==> src/rtl/assert_macros.svh <==
// Assertion helper macros shared by the RTL of the service-data extractor.
// Each macro checks on the rising edge of clk and is muted while rst_n is low.
`ifndef ASSERT_MACROS_SVH
`define ASSERT_MACROS_SVH

// Same-cycle implication: when ante holds, cons must hold too.
`define ASSERT_SAME(label, ante, cons, msg) \
    label: assert property (@(posedge clk) disable iff (!rst_n) (ante) |-> (cons)) \
        else $error(msg);

// Next-cycle implication: when ante holds, cons must hold in the cycle after.
`define ASSERT_NEXT(label, ante, cons, msg) \
    label: assert property (@(posedge clk) disable iff (!rst_n) (ante) |=> (cons)) \
        else $error(msg);

`endif

==> src/rtl/asde_pkg.sv <==
// Shared types and constants for the advertising service-data extractor.
// No dependencies; used by asde_walk and adv_service_data_extractor.
`default_nettype none

package asde_pkg;

    // Service-data structure selection.
    localparam logic [7:0] SD_TYPE    = 8'h16;
    localparam logic [7:0] SD_MIN_LEN = 8'd18;
    localparam int         CAP_BYTES  = 14;
    localparam int         CAP_BITS   = 8 * CAP_BYTES;

    // Register reset values.
    localparam logic [15:0] RST_TARGET_UUID      = 16'h3412;
    localparam logic [15:0] RST_TARGET_DEVICE_ID = 16'hCAFE;
    localparam logic [7:0]  RST_MIN_REPORT_LEN   = 8'd30;

    // Register index (paddr[3:2]).
    typedef enum logic [1:0] {
        REG_TARGET_UUID      = 2'd0,
        REG_TARGET_DEVICE_ID = 2'd1,
        REG_MIN_REPORT_LEN   = 2'd2
    } reg_idx_t;

    // Result status codes.
    typedef enum logic [1:0] {
        STATUS_MATCH     = 2'd0,
        STATUS_NO_MATCH  = 2'd1,
        STATUS_TOO_SHORT = 2'd2
    } status_t;

    // One byte step handed to the structure walker.
    typedef struct packed {
        logic       en;     // byte advances the walk
        logic       clear;  // report ends with this byte
        logic [7:0] data;
    } walk_step_t;

    // Match targets.
    typedef struct packed {
        logic [15:0] uuid;
        logic [15:0] dev_id;
    } walk_cfg_t;

    // Walker view after the current byte, before any end-of-report clear.
    typedef struct packed {
        logic                matched;
        logic [CAP_BITS-1:0] fields;   // device ID in the top bits, speed at the bottom
    } walk_res_t;

endpackage

`default_nettype wire

==> src/rtl/asde_walk.sv <==
// Length-type structure walker: tracks offsets, qualifies service-data structures
// and latches the captured bytes of the first match. Depends on asde_pkg.
`default_nettype none

module asde_walk
    import asde_pkg::*;
(
    input  wire logic       clk,
    input  wire logic       rst_n,
    input  wire walk_step_t step,
    input  wire walk_cfg_t  cfg,
    output walk_res_t       res
);

    logic [7:0]          offset_reg, offset_next;
    logic [7:0]          length_reg, length_next;
    logic                stopped_reg, stopped_next;
    logic                qual_reg, qual_next;
    logic                match_reg, match_next;
    logic [7:0]          uuid_lo_reg, uuid_lo_next;
    logic [7:0]          cap_reg [CAP_BYTES];
    logic [CAP_BITS-1:0] latched_reg, latched_next;
    logic [CAP_BITS-1:0] cap_flat;
    logic                match_walk;
    logic                cap_we;
    logic [3:0]          cap_idx;
    logic [7:0]          cap_off;
    logic                qual_tmp;

    // Captured bytes flattened big-endian, first captured byte highest.
    always_comb
    begin
        for (int i = 0; i < CAP_BYTES; i++)
        begin
            cap_flat[8*(CAP_BYTES-1-i) +: 8] = cap_reg[i];
        end
    end

    assign cap_off = offset_reg - 8'd4;
    assign cap_idx = cap_off[3:0];

    // Walk one byte.
    always_comb
    begin
        offset_next  = offset_reg;
        length_next  = length_reg;
        stopped_next = stopped_reg;
        qual_next    = qual_reg;
        uuid_lo_next = uuid_lo_reg;
        latched_next = latched_reg;
        match_walk   = match_reg;
        cap_we       = 1'b0;
        qual_tmp     = qual_reg;

        if (step.en && !stopped_reg && !match_reg)
        begin
            if (offset_reg == 8'd0)
            begin
                if (step.data == 8'd0)
                begin
                    stopped_next = 1'b1;
                end
                else
                begin
                    length_next = step.data;
                    offset_next = 8'd1;
                    qual_next   = 1'b0;
                end
            end
            else
            begin
                if (offset_reg == 8'd1)
                begin
                    qual_tmp = (step.data == SD_TYPE) && (length_reg >= SD_MIN_LEN);
                end
                if (offset_reg == 8'd2)
                begin
                    uuid_lo_next = step.data;
                end
                if (offset_reg == 8'd3 && {step.data, uuid_lo_reg} != cfg.uuid)
                begin
                    qual_tmp = 1'b0;
                end
                if (offset_reg >= 8'd4 && offset_reg < 8'(4 + CAP_BYTES))
                begin
                    cap_we = 1'b1;
                end
                if (offset_reg == 8'd5 && {cap_reg[0], step.data} != cfg.dev_id)
                begin
                    qual_tmp = 1'b0;
                end
                // A qualifying structure has at least 18 bytes, so all captured
                // bytes are already stored when its last byte arrives.
                if (offset_reg == length_reg)
                begin
                    if (qual_tmp)
                    begin
                        match_walk   = 1'b1;
                        latched_next = cap_flat;
                    end
                    offset_next = 8'd0;
                    qual_tmp    = 1'b0;
                end
                else
                begin
                    offset_next = offset_reg + 8'd1;
                end
                qual_next = qual_tmp;
            end
        end

        match_next = match_walk;

        // End of report returns the walk to its start.
        if (step.clear)
        begin
            offset_next  = 8'd0;
            length_next  = 8'd0;
            stopped_next = 1'b0;
            qual_next    = 1'b0;
            match_next   = 1'b0;
        end
    end

    assign res.matched = match_walk;
    assign res.fields  = latched_next;

    // Control state.
    always_ff @(posedge clk or negedge rst_n)
    begin
        if (!rst_n)
        begin
            offset_reg  <= 8'd0;
            length_reg  <= 8'd0;
            stopped_reg <= 1'b0;
            qual_reg    <= 1'b0;
            match_reg   <= 1'b0;
        end
        else
        begin
            offset_reg  <= offset_next;
            length_reg  <= length_next;
            stopped_reg <= stopped_next;
            qual_reg    <= qual_next;
            match_reg   <= match_next;
        end
    end

    // Payload bytes; only read once a structure has fully rewritten them.
    always_ff @(posedge clk)
    begin
        uuid_lo_reg <= uuid_lo_next;
        latched_reg <= latched_next;
        if (cap_we)
        begin
            cap_reg[cap_idx] <= step.data;
        end
    end

endmodule

`default_nettype wire

==> src/rtl/adv_service_data_extractor.sv <==
// Advertising service-data extractor top level; uses asde_pkg, asde_walk, assert_macros.svh.
// Path: an accepted last byte is held in the input register and then loads the result
// register, from which its result word can be taken.
// Throughput: one byte word per cycle; only a last byte stalls, while an unread result waits.
// Reset: rst_n is asynchronous, active low; it clears the walk, the byte count and both
// valid flags and loads the register reset values.
`default_nettype none
`include "assert_macros.svh"

module adv_service_data_extractor
    import asde_pkg::*;
#(
    parameter int MAX_REPORT_BYTES = 255
)
(
    input  wire logic         clk,
    input  wire logic         rst_n,
    // Input byte stream
    input  wire logic         s_axis_tvalid,
    output logic              s_axis_tready,
    input  wire logic [15:0]  s_axis_tdata,   // [7:0] data_byte, [15:8] signal_strength
    input  wire logic         s_axis_tlast,   // last_byte
    // Result stream
    output logic              m_axis_tvalid,
    input  wire logic         m_axis_tready,
    output logic [127:0]      m_axis_tdata,   // [1:0] match_status, [17:2] dev_id,
                                              // [49:18] latitude_microdeg,
                                              // [81:50] longitude_microdeg,
                                              // [97:82] altitude_m, [113:98] speed_cm_per_s,
                                              // [121:114] rssi_dbm, [127:122] zero
    // Configuration port
    input  wire logic         psel,
    input  wire logic         penable,
    input  wire logic         pwrite,
    input  wire logic [3:0]   paddr,
    input  wire logic [31:0]  pwdata,
    output logic [31:0]       prdata,
    output logic              pready
);

    logic [15:0]  target_uuid_reg;
    logic [15:0]  target_dev_reg;
    logic [7:0]   min_len_reg;
    logic         cfg_wr;

    logic         in_vld_reg;
    logic [7:0]   in_byte_reg;
    logic         in_last_reg;
    logic [7:0]   in_rssi_reg;

    logic [7:0]   pos_reg, pos_next, pos_inc;
    logic         proc_go;
    logic         proc_fire;
    logic         walk_open;

    walk_step_t   step;
    walk_cfg_t    wcfg;
    walk_res_t    wres;

    status_t      status;
    logic         give;
    logic [15:0]  res_dev;
    logic [31:0]  res_lat;
    logic [31:0]  res_lon;
    logic [15:0]  res_alt;
    logic [15:0]  res_speed;

    logic         out_vld_reg;
    logic [127:0] out_data_reg;

    // Configuration registers.
    assign pready = 1'b1;
    assign cfg_wr = psel && penable && pwrite && pready;

    always_ff @(posedge clk or negedge rst_n)
    begin
        if (!rst_n)
        begin
            target_uuid_reg <= RST_TARGET_UUID;
            target_dev_reg  <= RST_TARGET_DEVICE_ID;
            min_len_reg     <= RST_MIN_REPORT_LEN;
        end
        else if (cfg_wr)
        begin
            unique case (paddr[3:2])
                REG_TARGET_UUID:      target_uuid_reg <= pwdata[15:0];
                REG_TARGET_DEVICE_ID: target_dev_reg  <= pwdata[15:0];
                REG_MIN_REPORT_LEN:   min_len_reg     <= pwdata[7:0];
                default:              ;
            endcase
        end
    end

    // Register read back.
    always_comb
    begin
        unique case (paddr[3:2])
            REG_TARGET_UUID:      prdata = {16'd0, target_uuid_reg};
            REG_TARGET_DEVICE_ID: prdata = {16'd0, target_dev_reg};
            REG_MIN_REPORT_LEN:   prdata = {24'd0, min_len_reg};
            default:              prdata = 32'd0;
        endcase
    end

    // The processing stage stalls only when it holds a last byte and the
    // result register cannot take the new result.
    assign proc_go       = !in_last_reg || !out_vld_reg || m_axis_tready;
    assign proc_fire     = in_vld_reg && proc_go;
    assign s_axis_tready = !in_vld_reg || proc_go;

    // Input register.
    always_ff @(posedge clk or negedge rst_n)
    begin
        if (!rst_n)
        begin
            in_vld_reg <= 1'b0;
        end
        else if (s_axis_tready)
        begin
            in_vld_reg <= s_axis_tvalid;
        end
    end

    always_ff @(posedge clk)
    begin
        if (s_axis_tready && s_axis_tvalid)
        begin
            in_byte_reg <= s_axis_tdata[7:0];
            in_last_reg <= s_axis_tlast;
            in_rssi_reg <= s_axis_tdata[15:8];
        end
    end

    // Byte count, saturating at 255.
    assign walk_open = pos_reg < 8'(MAX_REPORT_BYTES);
    assign pos_inc   = (pos_reg == 8'hFF) ? pos_reg : pos_reg + 8'd1;

    always_comb
    begin
        pos_next = pos_reg;
        if (proc_fire)
        begin
            pos_next = in_last_reg ? 8'd0 : pos_inc;
        end
    end

    always_ff @(posedge clk or negedge rst_n)
    begin
        if (!rst_n)
        begin
            pos_reg <= 8'd0;
        end
        else
        begin
            pos_reg <= pos_next;
        end
    end

    // Structure walker.
    assign step.en         = proc_fire && walk_open;
    assign step.clear      = proc_fire && in_last_reg;
    assign step.data       = in_byte_reg;
    assign wcfg.uuid       = target_uuid_reg;
    assign wcfg.dev_id     = target_dev_reg;

    asde_walk u_walk
    (
        .clk   (clk),
        .rst_n (rst_n),
        .step  (step),
        .cfg   (wcfg),
        .res   (wres)
    );

    // Result assembly for the report's last byte.
    always_comb
    begin
        if (pos_inc < min_len_reg)
        begin
            status = STATUS_TOO_SHORT;
        end
        else if (wres.matched)
        begin
            status = STATUS_MATCH;
        end
        else
        begin
            status = STATUS_NO_MATCH;
        end
    end

    assign give      = (status == STATUS_MATCH);
    assign res_dev   = give ? wres.fields[111:96] : 16'd0;
    assign res_lat   = give ? wres.fields[95:64]  : 32'd0;
    assign res_lon   = give ? wres.fields[63:32]  : 32'd0;
    assign res_alt   = give ? wres.fields[31:16]  : 16'd0;
    assign res_speed = give ? wres.fields[15:0]   : 16'd0;

    // Result register.
    always_ff @(posedge clk or negedge rst_n)
    begin
        if (!rst_n)
        begin
            out_vld_reg <= 1'b0;
        end
        else if (proc_fire && in_last_reg)
        begin
            out_vld_reg <= 1'b1;
        end
        else if (m_axis_tready)
        begin
            out_vld_reg <= 1'b0;
        end
    end

    always_ff @(posedge clk)
    begin
        if (proc_fire && in_last_reg)
        begin
            out_data_reg <= {6'd0, in_rssi_reg, res_speed, res_alt,
                             res_lon, res_lat, res_dev, status};
        end
    end

    assign m_axis_tvalid = out_vld_reg;
    assign m_axis_tdata  = out_data_reg;

    // Payload is zero unless the report matched.
    `ASSERT_SAME(a_zero_unless_match,
        out_vld_reg && (out_data_reg[1:0] != STATUS_MATCH),
        out_data_reg[113:2] == 112'd0,
        "payload not zero on an unmatched result")

    // Status code is always one of the three defined outcomes.
    `ASSERT_SAME(a_status_code,
        out_vld_reg,
        out_data_reg[1:0] != 2'd3,
        "undefined result status")

    // A processed last byte restarts the byte count.
    `ASSERT_NEXT(a_count_restart,
        proc_fire && in_last_reg,
        pos_reg == 8'd0,
        "byte count not cleared after report end")

endmodule

`default_nettype wire
==> config.mk <==
export PLATFORM = sky130hd
export DESIGN_NAME = adv_service_data_extractor
export DESIGN_NICKNAME = d
export VERILOG_FILES = /design/src/rtl/asde_pkg.sv /design/src/rtl/asde_walk.sv /design/src/rtl/adv_service_data_extractor.sv
export VERILOG_INCLUDE_DIRS = /design/src /design/src/rtl
export SDC_FILE = /design/constraint.sdc
export NUM_CORES = 1
export LEC_CHECK = 0
export ABC_AREA = 1
export ABC_CLOCK_PERIOD_IN_PS = 3700
export BUFFER_PORTS_ARGS = -buffer_cell sky130_fd_sc_hd__buf_4
export CORE_MARGIN = 2
export CORE_UTILIZATION = 52
export CTS_CLUSTER_DIAMETER = 120
export DETAILED_ROUTE_END_ITERATION = 12
export GPL_TIMING_DRIVEN = 0
export HOLD_SLACK_MARGIN = 0.02
export PLACE_DENSITY = 0.81
export SLEW_MARGIN = 20
export SYNTH_ARGS = -nofsm -noshare
export SYNTH_HDL_FRONTEND = slang
export SYNTH_SLANG_ARGS = --single-unit
==> constraint.sdc <==
create_clock -name clk -period 3.7 [get_ports clk]
set_input_delay 0.185 -clock clk [delete_from_list [all_inputs] [get_ports clk]]
set_output_delay 0.185 -clock clk [all_outputs]
set_load 0.01 [all_outputs]
## After elaboration in Yosys (flattened, before gate mapping)

Memory sizes are Yosys's and may differ from the RTL's.
Cells that the tools add are included.

| operators by class | value |
|---|---|
| equal/unequal tests | 13 |
| bitwise logic cells | 1 |
| order comparisons | 5 |
| add/subtract/negate cells | 3 |
| reductions and logical operators | 35 |
| mux-type cells | 44 |

Operator list:

| operator | count |
|---|---|
| $mux W112 | 4 |
| $mux W8 | 11 |
| $pmux W16 S3 | 1 |
| $ne A16 B16 Y1 | 2 |
| $mux W1 | 27 |
| $add A8 B1 Y8 const B | 2 |
| $eq A8 B2 Y1 const B | 2 |
| $logic_not A8 Y1 | 2 |
| $logic_and A1 B1 Y1 | 12 |
| $reduce_and A3 Y1 | 3 |
| $eq A8 B1 Y1 const B | 1 |
| $eq A8 B3 Y1 const B | 1 |
| $eq A8 B5 Y1 const B | 1 |
| $eq A8 B8 Y1 | 1 |
| $eq A8 B8 Y1 const B | 1 |
| $ge A8 B3 Y1 const B | 1 |
| $ge A8 B5 Y1 const B | 1 |
| $lt A8 B5 Y1 const B | 1 |
| $lt A8 B8 Y1 | 1 |
| $lt A8 B8 Y1 const B | 1 |
| $reduce_and A2 Y1 | 4 |
| $reduce_bool A2 Y1 | 4 |
| $logic_not A1 Y1 | 5 |
| $logic_not A2 Y1 | 2 |
| 8 further kinds | 10 |

| storage, ports and cells | value |
|---|---|
| RAM bits | 112 |
| register bits after elaboration | 328 |
| input bits | 60 |
| memories kept | 1 |

Memory list:

| name | words | width | read ports | clocked after memory_dff | write ports | RTL line | text |
|---|---|---|---|---|---|---|---|
| u_walk.cap_reg | 14 | 8 | 14 | 0 | 1 | asde_walk.sv:21 | `logic [7:0] cap_reg [CAP_BYTES];` |

## Logic depth before layout (Yosys ltp)

| logic depth | value |
|---|---|
| word-level depth | 15 |
| mapped depth | 18 |
| mapped depth without buffers | 16 |

## Cells and area by module

From an unflattened synthesis, not the netlist that was laid out.

| unflattened totals | value |
|---|---|
| cell total of the unflattened synthesis | 1643 |
| area total of the unflattened synthesis | 17526.8 µm² |

By module, submodules not included:

| module | times used | cells an instance | area each (µm²) | seq. area each (µm²) |
|---|---|---|---|---|
| asde_walk | 1 | 936 | 9540.4 | 6321.1 |
| adv_service_data_extractor | 1 | 707 | 7986.4 | 5450.2 |

## Worst setup path after synthesis

No wires, ideal clock.

| path | value |
|---|---|
| path kind | register -> register |
| start | register out_vld_reg (netlist: m_axis_tvalid) |
| end | register u_walk.offset_reg[5] |
| path slack | -0.330 ns |
| library setup time | 0.123 ns |
| stages on the path, launching flop included | 11 |
| arrival time | 3.906 ns |
| cells stage by stage | dfrtp_1 nand2_1 o21a_1 clkbuf_1 nand2_1 inv_1 nor2_1 nand2_1 inv_1 o21ai_0 a21oi_1 |

RTL lines:

| what | RTL line | text |
|---|---|---|
| from (decl) | adv_service_data_extractor.sv:68 | `logic out_vld_reg;` |
| from (signal assigned) | adv_service_data_extractor.sv:204 | `out_vld_reg <= 1'b0;` |
| from (signal assigned) | adv_service_data_extractor.sv:208 | `out_vld_reg <= 1'b1;` |
| from (signal assigned) | adv_service_data_extractor.sv:212 | `out_vld_reg <= 1'b0;` |
| to (signal assigned) | asde_walk.sv:141 | `offset_reg <= offset_next;` |
| to (decl) | asde_walk.sv:15 | `logic [7:0] offset_reg, offset_next;` |

## Final worst setup path

| path | value |
|---|---|
| start | register in_byte_reg[5] |
| end | register out_data_reg[59] (netlist: m_axis_tdata[59]) (data pin) |

| between the ends | value |
|---|---|
| word-level cells in the longest chain between the ends | 14 |

Ends and longest elaborated chain:

| what | RTL line | text |
|---|---|---|
| from (decl) | adv_service_data_extractor.sv:47 | `logic [7:0] in_byte_reg;` |
| from (signal assigned) | adv_service_data_extractor.sv:128 | `in_byte_reg <= s_axis_tdata[7:0];` |
| $eq A8 B5 Y1 | asde_walk.sv:74 | `qual_tmp = (step.data == SD_TYPE) && (length_reg >= SD_MIN_LEN);` |
| $logic_and A1 B1 Y1 | asde_walk.sv:74 |  |
| $mux W1 | asde_walk.sv:72 | `if (offset_reg == 8'd1)` |
| $mux W1 | asde_walk.sv:80 | `if (offset_reg == 8'd3 && {step.data, uuid_lo_reg} != cfg.uuid)` |
| $mux W1 * | asde_walk.sv:88 | `if (offset_reg == 8'd5 && {cap_reg[0], step.data} != cfg.dev_id)` |
| $mux W1 * | asde_walk.sv:57 | `if (offset_reg == 8'd0)` |
| $mux W1 * | asde_walk.sv:55 | `if (step.en && !stopped_reg && !match_reg)` |
| $mux W1 | asde_walk.sv:96 | `if (qual_tmp)` |
| $mux W1 | asde_walk.sv:94 | `if (offset_reg == length_reg)` |
| $mux W1 | asde_walk.sv:57 |  |
| $mux W1 | asde_walk.sv:55 |  |
| $mux W1 | adv_service_data_extractor.sv:182 | `else if (wres.matched)` |
| $mux W2 | adv_service_data_extractor.sv:178 | `if (pos_inc < min_len_reg)` |
| $logic_not A2 Y1 | adv_service_data_extractor.sv:192 | `assign give = (status == STATUS_MATCH);` |
| to (signal assigned) | adv_service_data_extractor.sv:220 | `out_data_reg <= {6'd0, in_rssi_reg, res_speed, res_alt,` |
| to (decl) | adv_service_data_extractor.sv:69 | `logic [127:0] out_data_reg;` |

Mark *: on every way between the ends. The rest lies on a longest branch, timed or not. The select of a mux whose other input is x is not followed.
A chain may end at the register's enable or synchronous reset.

==> flow_metrics.tcl <==
set metrics [dict create \
    finalCoreUtilization_pct 64.5 \
    grt_overflow_total 0 \
    syn_inst 1869 \
    synth_compound_area_share_pct 2.81 \
    crit_buf_inv 3 \
    pwr-share-comb_pct 10.5 \
    setup_violations 0 \
    drc 0 \
    grt_setup_unrepaired "no" \
    chipWidth_um 191 \
    syn_to_final_growth_pct 22.7 \
    dp.cells 2531 \
    start_kind "flip-flop" \
    dr.first_iter.drc_count 933 \
    insertion_delay_ns 0.56 \
    layout_setup_ws_ns 0.0942 \
    yosys_warnings 0 \
    place_congestion 0.906 \
    synth-seq-area-share_pct 65.0 \
    muxShareOfSynthArea_pct 0 \
    ys_ff_latch 440 \
    switchingPower_mw 2.82 \
    htree_levels 2 \
    worst_slew_margin_rel_pct 20.7 \
    internal_power_mw 8.87 \
    largest_reg_flops 122 \
    synth_common_cells "429 x inv_1, 423 x nand2_1, 259 x edfxtp_1" \
    synth_top_family_by_area "simple AND/OR/NAND/NOR gates" \
    grt_pass1_wl_um 63900 \
    die-area_um2 36300 \
    dp_hpwl_um 27400 \
    synth-simple-area-share_pct 17.8 \
    crit_top_cell "nand2_1" \
    cts_buffers 45 \
    pwr-share-clk_pct 40.6 \
    placed_area_um2 20200 \
    max_stage_delay_ns 1.14 \
    hold_viol 0 \
    min_path_type "in2reg" \
    num_io_pins 223 \
    cts-root-buf "clkbuf_16" \
    setup_tns_ns 0 \
    pwr_density_cell_nw_per_um2 526 \
    finalCriticalPeriod_ns 3.61 \
    drt-total-wl_um 41100 \
    crit_chain "inv_2 -> nand2_1 -> nand2_1 -> nor2_1 -> nand2_1 -> nor2_1 -> nand2_1 -> nand2_1 -> nand2_1 -> nor2_2 -> nand2_1 -> nand2_1 -> nand2_2 -> buf_6 -> buf_4 -> nor2_1" \
    clock_skew_ns 0.0127 \
    syn_avg_cell_area_um2 9.69 \
    placement.setup.worst_slack_ns -0.0836 \
    core_region_area_um2 34500 \
    num_vias 13100 \
    grt_pass1_vias 12500 \
    fmax_mhz 277 \
    worst-setup-path-type "reg2reg" \
    synthesis.area_um2 18100 \
    critPathSlowestCell "edfxtp_1" \
    diodes 0 \
    status "finished, final reports clean" \
    finalNetCount 2235 \
    wire_per_inst_um 15.5 \
    n_fill_cell 2638 \
    vias_per_cell 4.93 \
    worst_pin_slew_ns 1.19 \
    instances_no_fill 2654 \
    p_leak_nw 10.8 \
    fin_area_um2 22200 \
    path_delay_family "simple AND/OR/NAND/NOR gates" \
    cts_sinks 440 \
    antenna_left 0 \
    synth_cell_types 36 \
    final.period_utilization_pct 97.5 \
    ir_worst_vdd_v 0.000321 \
    path_clk_slew_ns 0.06 \
    grt_max_degree 70 \
    antenna_found_initial 0 \
    cp.required_ns 4.06 \
    arrival_ns 3.96 \
    switching_share_pct 24.1 \
    grtUsageTotal_pct 22.6 \
    synth_top_cell_by_area "edfxtp_1" \
    synth_most_common_cell "inv_1" \
    synth_area_leaders "edfxtp_1 43%, dfxtp_1 12%, inv_1 8.9%, nand2_1 8.8%, dfrtp_1 6.8%" \
    pwr-share-seq_pct 48.9 \
    die_h_um 191 \
    drv_slew 0 \
    cap_violations 0 \
    clock_path_buffers 3 \
    worstSetupEndpointType "flip-flop" \
    cts_tree "built" \
    synthArstFlopShare_pct 15.7 \
    row_count 68 \
    portBuffers 181 \
    critPathMaxFanout 19 \
    start_util_pct 52.6 \
    synthXorXnorAreaFrac_pct 1.31 \
    synth_fa_ha_area_share_pct 0.829 \
    synth_edf_count 259 \
    netlist.area_leader.share_pct 42.9 \
    drt_pre_antenna_iters 6 \
    drive_gt1_share_pct 16.5 \
    synth_top_flop_cell "edfxtp_1" \
]
## worst reg2reg max path: cells and delay by family (launching register included)
family / cells / cell delay (ns)
flops: 1 / 1.14
simple gates: 13 / 1.74
buf+inv: 3 / 0.53
## metal layers
metal  track usage, %  vias to the layer above  wire [um]
met5                0                        -          0
met4             7.01                        0       1100
met1             29.9                     6104      17000
met3             3.31                       83       3060
met2             38.7                      520      19900
li1                 -                     6380          -
## timing repair
action | CTS | global route
endpoints found under the hold margin | 108 | 0
hold buffers | 38 | 0
resized for setup | 3 | 4
buffers inserted | 0 | 1
setup endpoints to repair | 80 | 90
## worst paths after layout
| path | start | endpoint | slack [ns] | depth (start not counted) |
|---|---|---|---|---|
| setup / recovery | in_byte_reg[5] | m_axis_tdata[59] | 0.09 | 16 |
| min in group asynchronous | rst_n | min_len_reg[6] | 0.33 | 2 |
| max in group asynchronous | rst_n | u_walk.offset_reg[1] | 2.77 | 2 |
| hold reg to reg | in_rssi_reg[4] | m_axis_tdata[118] | 0.42 | 0 |
| setup reg to reg | in_byte_reg[5] | m_axis_tdata[59] | 0.09 | 16 |
| hold / removal | paddr[2] | target_uuid_reg[15] | 0.17 | 5 |
## power groups by stage
stage / Combinational, mW / Sequential, mW / Clock (mW)
floorplan: 0.725 / 5.78 / 0
global placement: 1.10 / 5.82 / 0
detailed placement: 1.16 / 5.82 / 0
CTS: 1.20 / 5.72 / 4.79
global route: 1.37 / 5.74 / 5.00
finish: 1.22 / 5.72 / 4.74
## per-stage QoR
stage	power (mW)	hold WS, ns
2_1_floorplan	6.50	-0.111
3_3_place_gp	6.92	0.361
3_5_place_dp	6.98	0.364
4_1_cts	11.7	0.140
5_1_grt	12.1	0.184
6_report	11.7	0.167
## area by class of cell
type / count / area, um^2 / area share, %
sequential: 440 / 11800 / 53.0
buffer: 97 / 564 / 2.54
tap: 455 / 569 / 2.56
multi-input combinational: 912 / 4240 / 19.1
timing repair buffer: 226 / 1860 / 8.35
clock inverter: 19 / 250 / 1.13
inverter: 441 / 1660 / 7.47
clock buffer: 64 / 1310 / 5.91
## kinds of logic (layout without fill, tap and decap cells)
group | Yosys count | after routing
AOI/OAI and AO/OA | 93 | 93
xor gates and xnor gates | 27 | 27
and+or+nand+nor | 757 | 757
adders and majority gates | 12 | 12
buffers and inverters | 538 | 847
DFF | 440 | 440
other | 2 | 23
## layout by cell type (no fill, tap or decap), types with 7 or more instances in the layout
master         synthesis  routed
nor3_1                11       9
dfxtp_1              112     112
nand3_1               20      20
inv_2                 11      11
edfxtp_1             259     259
dlygate4sd3_1          0      38
nand2_1              423     420
xor2_1                 8       7
inv_1                429     428
clkbuf_16              0      49
o21ai_0               70      70
ha_1                  12      12
nand4_1              122     122
conb_1                 2      23
nor2_1               174     174
buf_2                 22      22
a21oi_1                9       9
dfrtp_1               49      49
clkbuf_1              32      44
buf_4                 39     219
xnor2_1               19      19
dfstp_2               20      20
Note: power is estimated with default switching activity, not from simulation.
